### config.mk
export PLATFORM = sky130hd
export DESIGN_NAME = rv64ex_regfile
export DESIGN_NICKNAME = d
export VERILOG_FILES = /design/src/design/rv64ex_pkg.sv /design/src/design/rv64ex_regfile.sv
export SDC_FILE = /design/constraint.sdc
export NUM_CORES = 2
export LEC_CHECK = 0
export BUFFER_PORTS_ARGS = -buffer_cell sky130_fd_sc_hd__buf_2
export CELL_PAD_IN_SITES_DETAIL_PLACEMENT = 1
export CELL_PAD_IN_SITES_GLOBAL_PLACEMENT = 2
export CORE_ASPECT_RATIO = 1.2
export CORE_MARGIN = 5
export CORE_UTILIZATION = 51
export DETAILED_ROUTE_END_ITERATION = 12
export GPL_TIMING_DRIVEN = 1
export PLACE_DENSITY_LB_ADDON = 0.1
export REMOVE_ABC_BUFFERS = 1
export SLEW_MARGIN = 20
export SYNTH_ARGS = -nofsm -noshare
export SYNTH_HDL_FRONTEND = slang
export SYNTH_SLANG_ARGS = --single-unit
export TNS_END_PERCENT = 5
### constraint.sdc
create_clock -name i_clk -period 5.4 [get_ports i_clk]
set_clock_uncertainty 0.05 [all_clocks]
set_input_delay 0.54 -clock i_clk [delete_from_list [all_inputs] [get_ports i_clk]]
set_output_delay 0.54 -clock i_clk [all_outputs]
set_load 0.005 [all_outputs]
### src/design/rv64ex_pkg.sv
// ============================================================================
// rv64ex_pkg - shared types and constants of the rv64i execute unit
// operation codes, register file port structs and the result record
// ============================================================================
`default_nettype none

package rv64ex_pkg;

    localparam int XLEN        = 64;
    localparam int REG_IDX_W   = 5;
    localparam int REG_COUNT   = 32;
    localparam int IMM_W       = 32;
    localparam int IN_TDATA_W  = 248;
    localparam int OUT_TDATA_W = 264;

    // dense operation numbering
    typedef enum logic [5:0] {
        OP_ADD   = 6'd0,  OP_SUB   = 6'd1,  OP_SLT   = 6'd2,  OP_SLTU  = 6'd3,
        OP_XOR   = 6'd4,  OP_SLL   = 6'd5,  OP_SRL   = 6'd6,  OP_SRA   = 6'd7,
        OP_OR    = 6'd8,  OP_AND   = 6'd9,  OP_ADDW  = 6'd10, OP_SLLW  = 6'd11,
        OP_SRLW  = 6'd12, OP_SUBW  = 6'd13, OP_SRAW  = 6'd14, OP_JALR  = 6'd15,
        OP_LD    = 6'd16, OP_LB    = 6'd17, OP_LBU   = 6'd18, OP_LH    = 6'd19,
        OP_LHU   = 6'd20, OP_LW    = 6'd21, OP_LWU   = 6'd22, OP_ADDI  = 6'd23,
        OP_SLTI  = 6'd24, OP_SLTIU = 6'd25, OP_ANDI  = 6'd26, OP_ORI   = 6'd27,
        OP_XORI  = 6'd28, OP_SLLI  = 6'd29, OP_SRLI  = 6'd30, OP_SRAI  = 6'd31,
        OP_ADDIW = 6'd32, OP_SLLIW = 6'd33, OP_SRLIW = 6'd34, OP_SRAIW = 6'd35,
        OP_SB    = 6'd36, OP_SH    = 6'd37, OP_SW    = 6'd38, OP_SD    = 6'd39,
        OP_BEQ   = 6'd40, OP_BNE   = 6'd41, OP_BLT   = 6'd42, OP_BLTU  = 6'd43,
        OP_BGE   = 6'd44, OP_BGEU  = 6'd45, OP_LUI   = 6'd46, OP_AUIPC = 6'd47,
        OP_JAL   = 6'd48
    } t_op;

    typedef enum logic [1:0] {
        MEM_NONE  = 2'd0,
        MEM_LOAD  = 2'd1,
        MEM_STORE = 2'd2
    } t_mem;

    typedef enum logic [1:0] {
        SZ_BYTE   = 2'd0,
        SZ_HALF   = 2'd1,
        SZ_WORD   = 2'd2,
        SZ_DOUBLE = 2'd3
    } t_size;

    // request as held in the execute register
    typedef struct packed {
        t_op                    op;
        logic [REG_IDX_W-1:0]   dest;
        logic [IMM_W-1:0]       imm;
        logic [XLEN-1:0]        cur_pc;
        logic [XLEN-1:0]        seq_pc;
        logic [XLEN-1:0]        load_data;
    } t_req;

    typedef struct packed {
        logic                   en;
        logic [REG_IDX_W-1:0]   addr1;
        logic [REG_IDX_W-1:0]   addr2;
    } t_rf_rd;

    typedef struct packed {
        logic                   en;
        logic [REG_IDX_W-1:0]   addr;
        logic [XLEN-1:0]        data;
    } t_rf_wr;

    typedef struct packed {
        logic                   redirect;
        logic [XLEN-1:0]        target_pc;
        logic                   reg_written;
        logic [XLEN-1:0]        write_value;
        t_mem                   mem_access;
        t_size                  access_size;
        logic [XLEN-1:0]        access_addr;
        logic [XLEN-1:0]        store_value;
    } t_result;

    function automatic logic [XLEN-1:0] sext32(input logic [31:0] v);
        return {{(XLEN-32){v[31]}}, v};
    endfunction

endpackage

`default_nettype wire

### src/design/rv64ex_regfile.sv
// ============================================================================
// rv64ex_regfile - 32 x 64 register file
// two registered read ports, one write port, per-entry valid bits for the
// all-zero reset, and a bypass of the write that lands on the read edge
// ============================================================================
`default_nettype none

module rv64ex_regfile (
    input  logic                            i_clk,
    input  logic                            i_rst_n,
    input  rv64ex_pkg::t_rf_rd              i_rd,
    input  rv64ex_pkg::t_rf_wr              i_wr,
    output logic [rv64ex_pkg::XLEN-1:0]     o_rs1,
    output logic [rv64ex_pkg::XLEN-1:0]     o_rs2
);
    import rv64ex_pkg::*;

    logic [XLEN-1:0]        r_mem [REG_COUNT];
    logic [REG_COUNT-1:0]   r_valid;

    logic [XLEN-1:0]        r_rd1_data, r_rd2_data;
    logic [REG_IDX_W-1:0]   r_rd1_idx,  r_rd2_idx;
    logic                   r_rd1_vld,  r_rd2_vld;

    // last write, covers a read taken on the same edge as that write
    logic                   r_byp_vld;
    logic [REG_IDX_W-1:0]   r_byp_idx;
    logic [XLEN-1:0]        r_byp_data;

    always_ff @(posedge i_clk) begin
        if (i_wr.en) begin
            r_mem[i_wr.addr] <= i_wr.data;
        end
    end

    always_ff @(posedge i_clk) begin
        if (i_rd.en) begin
            r_rd1_data <= r_mem[i_rd.addr1];
            r_rd2_data <= r_mem[i_rd.addr2];
            r_rd1_vld  <= r_valid[i_rd.addr1];
            r_rd2_vld  <= r_valid[i_rd.addr2];
            r_rd1_idx  <= i_rd.addr1;
            r_rd2_idx  <= i_rd.addr2;
        end
    end

    always_ff @(posedge i_clk) begin
        if (!i_rst_n) begin
            r_valid   <= '0;
            r_byp_vld <= 1'b0;
        end else if (i_wr.en) begin
            r_valid[i_wr.addr] <= 1'b1;
            r_byp_vld          <= 1'b1;
        end
    end

    always_ff @(posedge i_clk) begin
        if (i_wr.en) begin
            r_byp_idx  <= i_wr.addr;
            r_byp_data <= i_wr.data;
        end
    end

    always_comb begin
        priority if (r_byp_vld && r_byp_idx == r_rd1_idx) begin
            o_rs1 = r_byp_data;
        end else if (r_rd1_vld) begin
            o_rs1 = r_rd1_data;
        end else begin
            o_rs1 = '0;
        end
    end

    always_comb begin
        priority if (r_byp_vld && r_byp_idx == r_rd2_idx) begin
            o_rs2 = r_byp_data;
        end else if (r_rd2_vld) begin
            o_rs2 = r_rd2_data;
        end else begin
            o_rs2 = '0;
        end
    end

endmodule

`default_nettype wire

# After elaboration in Yosys (flattened, before gate mapping)

Memory sizes are Yosys's and may differ from the RTL's. A register that Yosys moved wholly into a read port is not among the register bits.
Index checks and enable logic that the tools add are counted.

Eq/ne operators: 2
Reductions and logical operators: 3
Muxes and demuxes: 12
Bitwise gates (word level): 1
$lt $le $gt $ge: 4

Operators by type and width:

| operator             | count |
|---|---|
| $mux W64             | 4 |
| $or A32 B32 Y32      | 1 |
| $lt A5 B6 Y1 const B | 3 |
| $bmux W1 S5          | 2 |
| $eq A5 B5 Y1         | 2 |
| $demux W1 S5         | 1 |
| $ge A5 B1 Y1 const B | 1 |
| $mux W1              | 5 |
| $logic_and A1 B1 Y1  | 3 |

RAM bits: 2,048
Word-level logic and storage cells: 31
Output and inout bits: 128
Memories: 1
Input bits: 83
Register bits after elaboration: 114

Memories:

| name  | words | bits a word | read ports | clocked after Yosys merged registers in | wr ports | line                 | RTL |
|---|---|---|---|---|---|---|---|
| r_mem | 32    | 64          | 2          | 2                                       | 1        | rv64ex_regfile.sv:18 | `logic [XLEN-1:0] r_mem [REG_COUNT];` |

# Depth between registers and ports, before layout

Depth in word-level cells: 5
Depth in mapped cells: 9
Depth with buffers taken out: 4

# Worst setup path after synthesis

No wires, ideal clock.

Path type: input port to flip-flop
Start: input port i_wr[64] in the netlist's numbering
End: memory r_mem[12][0] (enable)
Library setup time: 0.488 ns
Cell stages on the path: 3
Slack: 0.955 ns
Data required time: 4.862 ns
Arrival: 3.907 ns
Cells stage by stage: or3b_2 -> clkbuf_1 -> nor2_1

RTL lines:

| what            | line                 | RTL |
|---|---|---|
| start, declared | rv64ex_regfile.sv:12 | `input rv64ex_pkg::t_rf_wr i_wr,` |
| end, declared   | rv64ex_regfile.sv:18 |  |

Straight into the memory's write port.

# Worst setup path in the final report

Start: register r_byp_idx[2]
End: output port o_rs2[18] in the netlist's numbering

Cells in the longest elaborated chain, start to end: 3

Ends and longest elaborated chain:

| what                   | line                 | RTL |
|---|---|---|
| start, declared        | rv64ex_regfile.sv:27 | `logic [REG_IDX_W-1:0] r_byp_idx;` |
| start signal, assigned | rv64ex_regfile.sv:59 | `r_byp_idx <= i_wr.addr;` |
| $eq A5 B5 Y1           | rv64ex_regfile.sv:75 | `priority if (r_byp_vld && r_byp_idx == r_rd2_idx) begin` |
| $logic_and A1 B1 Y1    | rv64ex_regfile.sv:75 |  |
| $mux W64               | rv64ex_regfile.sv:75 |  |
| end, declared          | rv64ex_regfile.sv:14 | `output logic [rv64ex_pkg::XLEN-1:0] o_rs2` |

Every way passes these cells.

==> impl_summary.log <==
[metrics] status: complete, no violations
[metrics] pin count of the biggest net entering global routing: about 130
[metrics] Final setup viols: 0
[metrics] YS warnings: 0
[metrics] transition time of the tightest slew-check pin: 1.14 ns
[metrics] largest fanout on the critical path: 16
[metrics] area added between synthesis and finish: 12.1%
[metrics] post-synthesis simple-gate area fraction: 0.00871
[metrics] first-pass GRT wire length: 452000 um
[metrics] Remaining Overflow, GRT: 0
[metrics] sequential fraction of design power: 0.517
[metrics] total number of vias: 56200
[metrics] detailed-router iteration count before antenna repair: 6
[metrics] number of buffers inserted during clock tree synthesis: 228
[metrics] most common cell after layout, fill and taps aside: sky130_fd_sc_hd__edfxtp_1
[metrics] number of standard cells after synthesis: 4775
[metrics] Die Outline Area: 213000 um2
[metrics] portion of the post-synthesis area used by sequential elements: 0.658
[metrics] chip height: 505 um
[metrics] fraction of post-synthesis cell area in the top cell type by area: 0.652
[metrics] initial core utilization: 0.513
[metrics] Compound-Gate Fraction of Synth Area: 0.0155
[metrics] post-synthesis cell type count: 38
[metrics] arithmetic-cell share of the synthesized area counting full adders, half adders and majority gates: 0
[metrics] gr usage total: 0.300
[metrics] Tmin final: between 4 and 5 ns
[metrics] horizontal die dimension: 422 um
[metrics] antenna viol nets, final: 0
[metrics] unrepaired setup endpoints after global routing: false
[metrics] element type at the critical path end: output port
[metrics] Port Buf Inserts: 210
[metrics] largest cells by area after synthesis: sky130_fd_sc_hd__edfxtp_1 (65%), sky130_fd_sc_hd__mux4_2 (25%), sky130_fd_sc_hd__mux2i_1 (2.4%)
[metrics] CTS Buffer Depth: 3
[metrics] combinational family with the most area after synthesis: multiplexers
[metrics] share of power burned in the clock network: 0.405
[metrics] placer congestion estimate: 0.765
[metrics] Final Max Slew Viols: 0
[metrics] peak clock frequency supported by timing: 0.239 GHz
[metrics] residual DRC count: 0
[metrics] clock transition time at the flip-flop clock pins of the worst setup and hold paths: 0.06 ns
[metrics] number of sinks on the clock net: 2290
[metrics] share of final-layout standard cells stronger than drive strength 1: 0.404
[metrics] mean area per synthesized cell: around 22 um2
[metrics] # IOs: 211
[metrics] clock tree from TritonCTS: built
[metrics] average wire length per cell after detail routing: 40.6 um
[metrics] antenna violations before repair: 10
[metrics] Routed Wire Length: 320000 um
[metrics] first-iteration detailed-routing DRC count: 6953
[metrics] Critical Path Slowest Stage Cell: sky130_fd_sc_hd__and3_4
[metrics] clk root buf: sky130_fd_sc_hd__clkbuf_16
[metrics] share of synthesized area spent on multiplexers: 0.298
[metrics] combinational fraction of design power: 0.078
[metrics] Critical Path Source Type: flip-flop
[metrics] Total Power: approximately 0.039 W
[metrics] ordered list of cells on the worst path: xor2_1 -> nor4_1 -> and3_4 -> buf_4 -> mux2i_1 -> buf_2
[metrics] hold violation total from the final report: 0
[metrics] source-to-sink clock delay at the later pin of the worst-skew pair: between 0.8 and 0.9 ns
[metrics] portion of the clock cycle consumed by the worst path in the final layout: 0.776
[metrics] H-tree lvl count: 4
[metrics] static power due to leakage: 36.9 nW
[metrics] internal portion of total power: ~0.030 W
[metrics] most frequent cells in the layout: sky130_fd_sc_hd__edfxtp_1 (2257), sky130_fd_sc_hd__mux4_2 (1166), sky130_fd_sc_hd__mux2i_1 (254)
[metrics] xor/xnor cell area share of the yosys netlist: 0.000842
[metrics] type of the worst setup path: reg2out
[metrics] per-cell via count in the routed design: 7.13
[metrics] Layout Nets: 5122
[metrics] cell family with the largest share of critical-path delay: simple AND/OR/NAND/NOR gates
[metrics] min-delay worst type: in2reg
[metrics] worst slew slack as a fraction of its limit: 0.240
[metrics] worst voltage drop across the vdd grid: 302 uV
[metrics] total buffers and inverters traversed by the critical path: 2
[metrics] Synth area leader: sky130_fd_sc_hd__edfxtp_1
[metrics] setup tns final: 0 ns
[metrics] Required @ worst endpoint: 4.81 ns
[metrics] post-synthesis register bit count: 2290
[metrics] cell row count: 181
[metrics] MaxCap Viol Count: 0
[metrics] data arrival time of the worst path: 3.60 ns
[metrics] count of buffers added by post-CTS timing repair for setup: 0
[metrics] Switching Power: ~0.0086 W
[metrics] placed wire-length estimate after detailed placement: 172000 um
[metrics] proportion of total power due to net switching: 0.221
[metrics] Synth Cell Area: 104000 um2
[metrics] power density cells: 333 nW/um2
[metrics] standard cell core area: approximately 200000 um2
[metrics] via count of the first global-routing pass: 59400
[metrics] slowest stage delay, CP: 0.63 ns
-- area by class of cell --
cell class,instances,area (um2)
timing repair buffer,396,3440
inverter,67,256
antenna,3,7.51
fill,16700,86100
sequential,2290,68400
tap,2653,3320
multi-input combinational,2056,33800
clock buffer,287,6050
clock inverter,133,1270
-- worst paths after layout --
check	start	end	slack, ns	cells past startpoint
worst max-delay path	r_byp_idx[2]	o_rs2[18]	1.21	6
worst min-delay path	i_wr[46]	r_mem[18][46]	0.12	1
worst max register to register	r_mem[31][37]	r_rd2_data[37]	3.33	3
worst min register to register	r_valid[5]	r_valid[5]	0.44	1
-- metrics by stage --
step	instance area [um2]	hold WS (ns)	worst slack (ns)	std cells	util
floorplan	102000	0.383	1.03	4413	-
global placement	109000	0.412	1.92	7457	0.539
detailed placement	109000	0.424	1.91	7457	0.539
CTS	117000	0.0474	1.15	7882	0.575
global route	117000	0.0978	1.10	7884	0.575
finish	117000	0.119	1.21	7885	0.575
-- power by group through the flow --
stage,Clock (W),Combinational [W],Sequential (W)
floorplan,0,0.00152,0.0204
global placement,0,0.00302,0.0204
detailed placement,0,0.00306,0.0204
CTS,0.0160,0.00307,0.0201
global route,0.0168,0.00322,0.0201
finish,0.0157,0.00304,0.0201
-- Yosys cell counts --
library cell                instances
sky130_fd_sc_hd__o22ai_1           42
sky130_fd_sc_hd__o21a_1            33
sky130_fd_sc_hd__nand3b_1           5
sky130_fd_sc_hd__xor2_1             8
sky130_fd_sc_hd__inv_2              1
sky130_fd_sc_hd__and3_1             2
sky130_fd_sc_hd__nand3_1            2
sky130_fd_sc_hd__buf_1             43
sky130_fd_sc_hd__edfxtp_1        2257
sky130_fd_sc_hd__a21boi_0          18
sky130_fd_sc_hd__nand2_1          133
sky130_fd_sc_hd__a31oi_1            1
sky130_fd_sc_hd__mux4_2          1166
sky130_fd_sc_hd__or2_2              1
sky130_fd_sc_hd__a221oi_1          52
sky130_fd_sc_hd__dfxtp_1           33
sky130_fd_sc_hd__buf_4             41
sky130_fd_sc_hd__a2bb2oi_1          1
sky130_fd_sc_hd__a21oi_1           27
sky130_fd_sc_hd__a22o_1             8
sky130_fd_sc_hd__a221o_1           13
sky130_fd_sc_hd__clkbuf_1         140
sky130_fd_sc_hd__nor2_1            47
sky130_fd_sc_hd__and2_1             2
sky130_fd_sc_hd__or3b_2             3
sky130_fd_sc_hd__clkinv_1           1
sky130_fd_sc_hd__mux2i_1          254
sky130_fd_sc_hd__inv_1             65
sky130_fd_sc_hd__mux2_2           190
sky130_fd_sc_hd__nor2b_1           14
sky130_fd_sc_hd__buf_6              9
sky130_fd_sc_hd__o21ai_0           18
sky130_fd_sc_hd__nand2b_1           3
sky130_fd_sc_hd__xnor2_1            2
sky130_fd_sc_hd__or3_1              1
sky130_fd_sc_hd__nor4_1             2
sky130_fd_sc_hd__a211o_1            8
sky130_fd_sc_hd__buf_2            129
-- registers in the layout, summed over array words and instances (netlist names) --
name and cells:
r_rd1_idx 5, r_mem 2048, r_rd2_idx 5, r_byp_data 64, r_valid 32, r_byp_idx 5
r_rd2_vld 1, r_rd1_data 64, r_rd2_data 64, r_byp_vld 1, r_rd1_vld 1
-- metal layers --
layer | share of wire | GRT usage | vias up
li1 | - | - | 21400
met1 | 0.39 | 0.416 | 31300
met2 | 0.50 | 0.499 | 2980
met3 | 0.081 | 0.0502 | 547
met4 | 0.031 | 0.0851 | 8
met5 | 0.00017 | 0 | -
-- timing repair --
| action | CTS | global route |
|---|---|---|
| hold buffers | 5 | 0 |
| endpoints found under the hold margin | 5 | 0 |
| gates resized for setup | 0 | 0 |
-- kinds of logic after synthesis --
| logic type | count (synthesis) |
|---|---|
| AND/OR/NAND/NOR | 215 |
| flip-flops | 2290 |
| multiplexers | 1610 |
| buffers and inverters | 429 |
| XOR/XNOR | 10 |
| AO/OA/AOI/OAI | 221 |
Note: power is estimated with default switching activity, not from simulation.
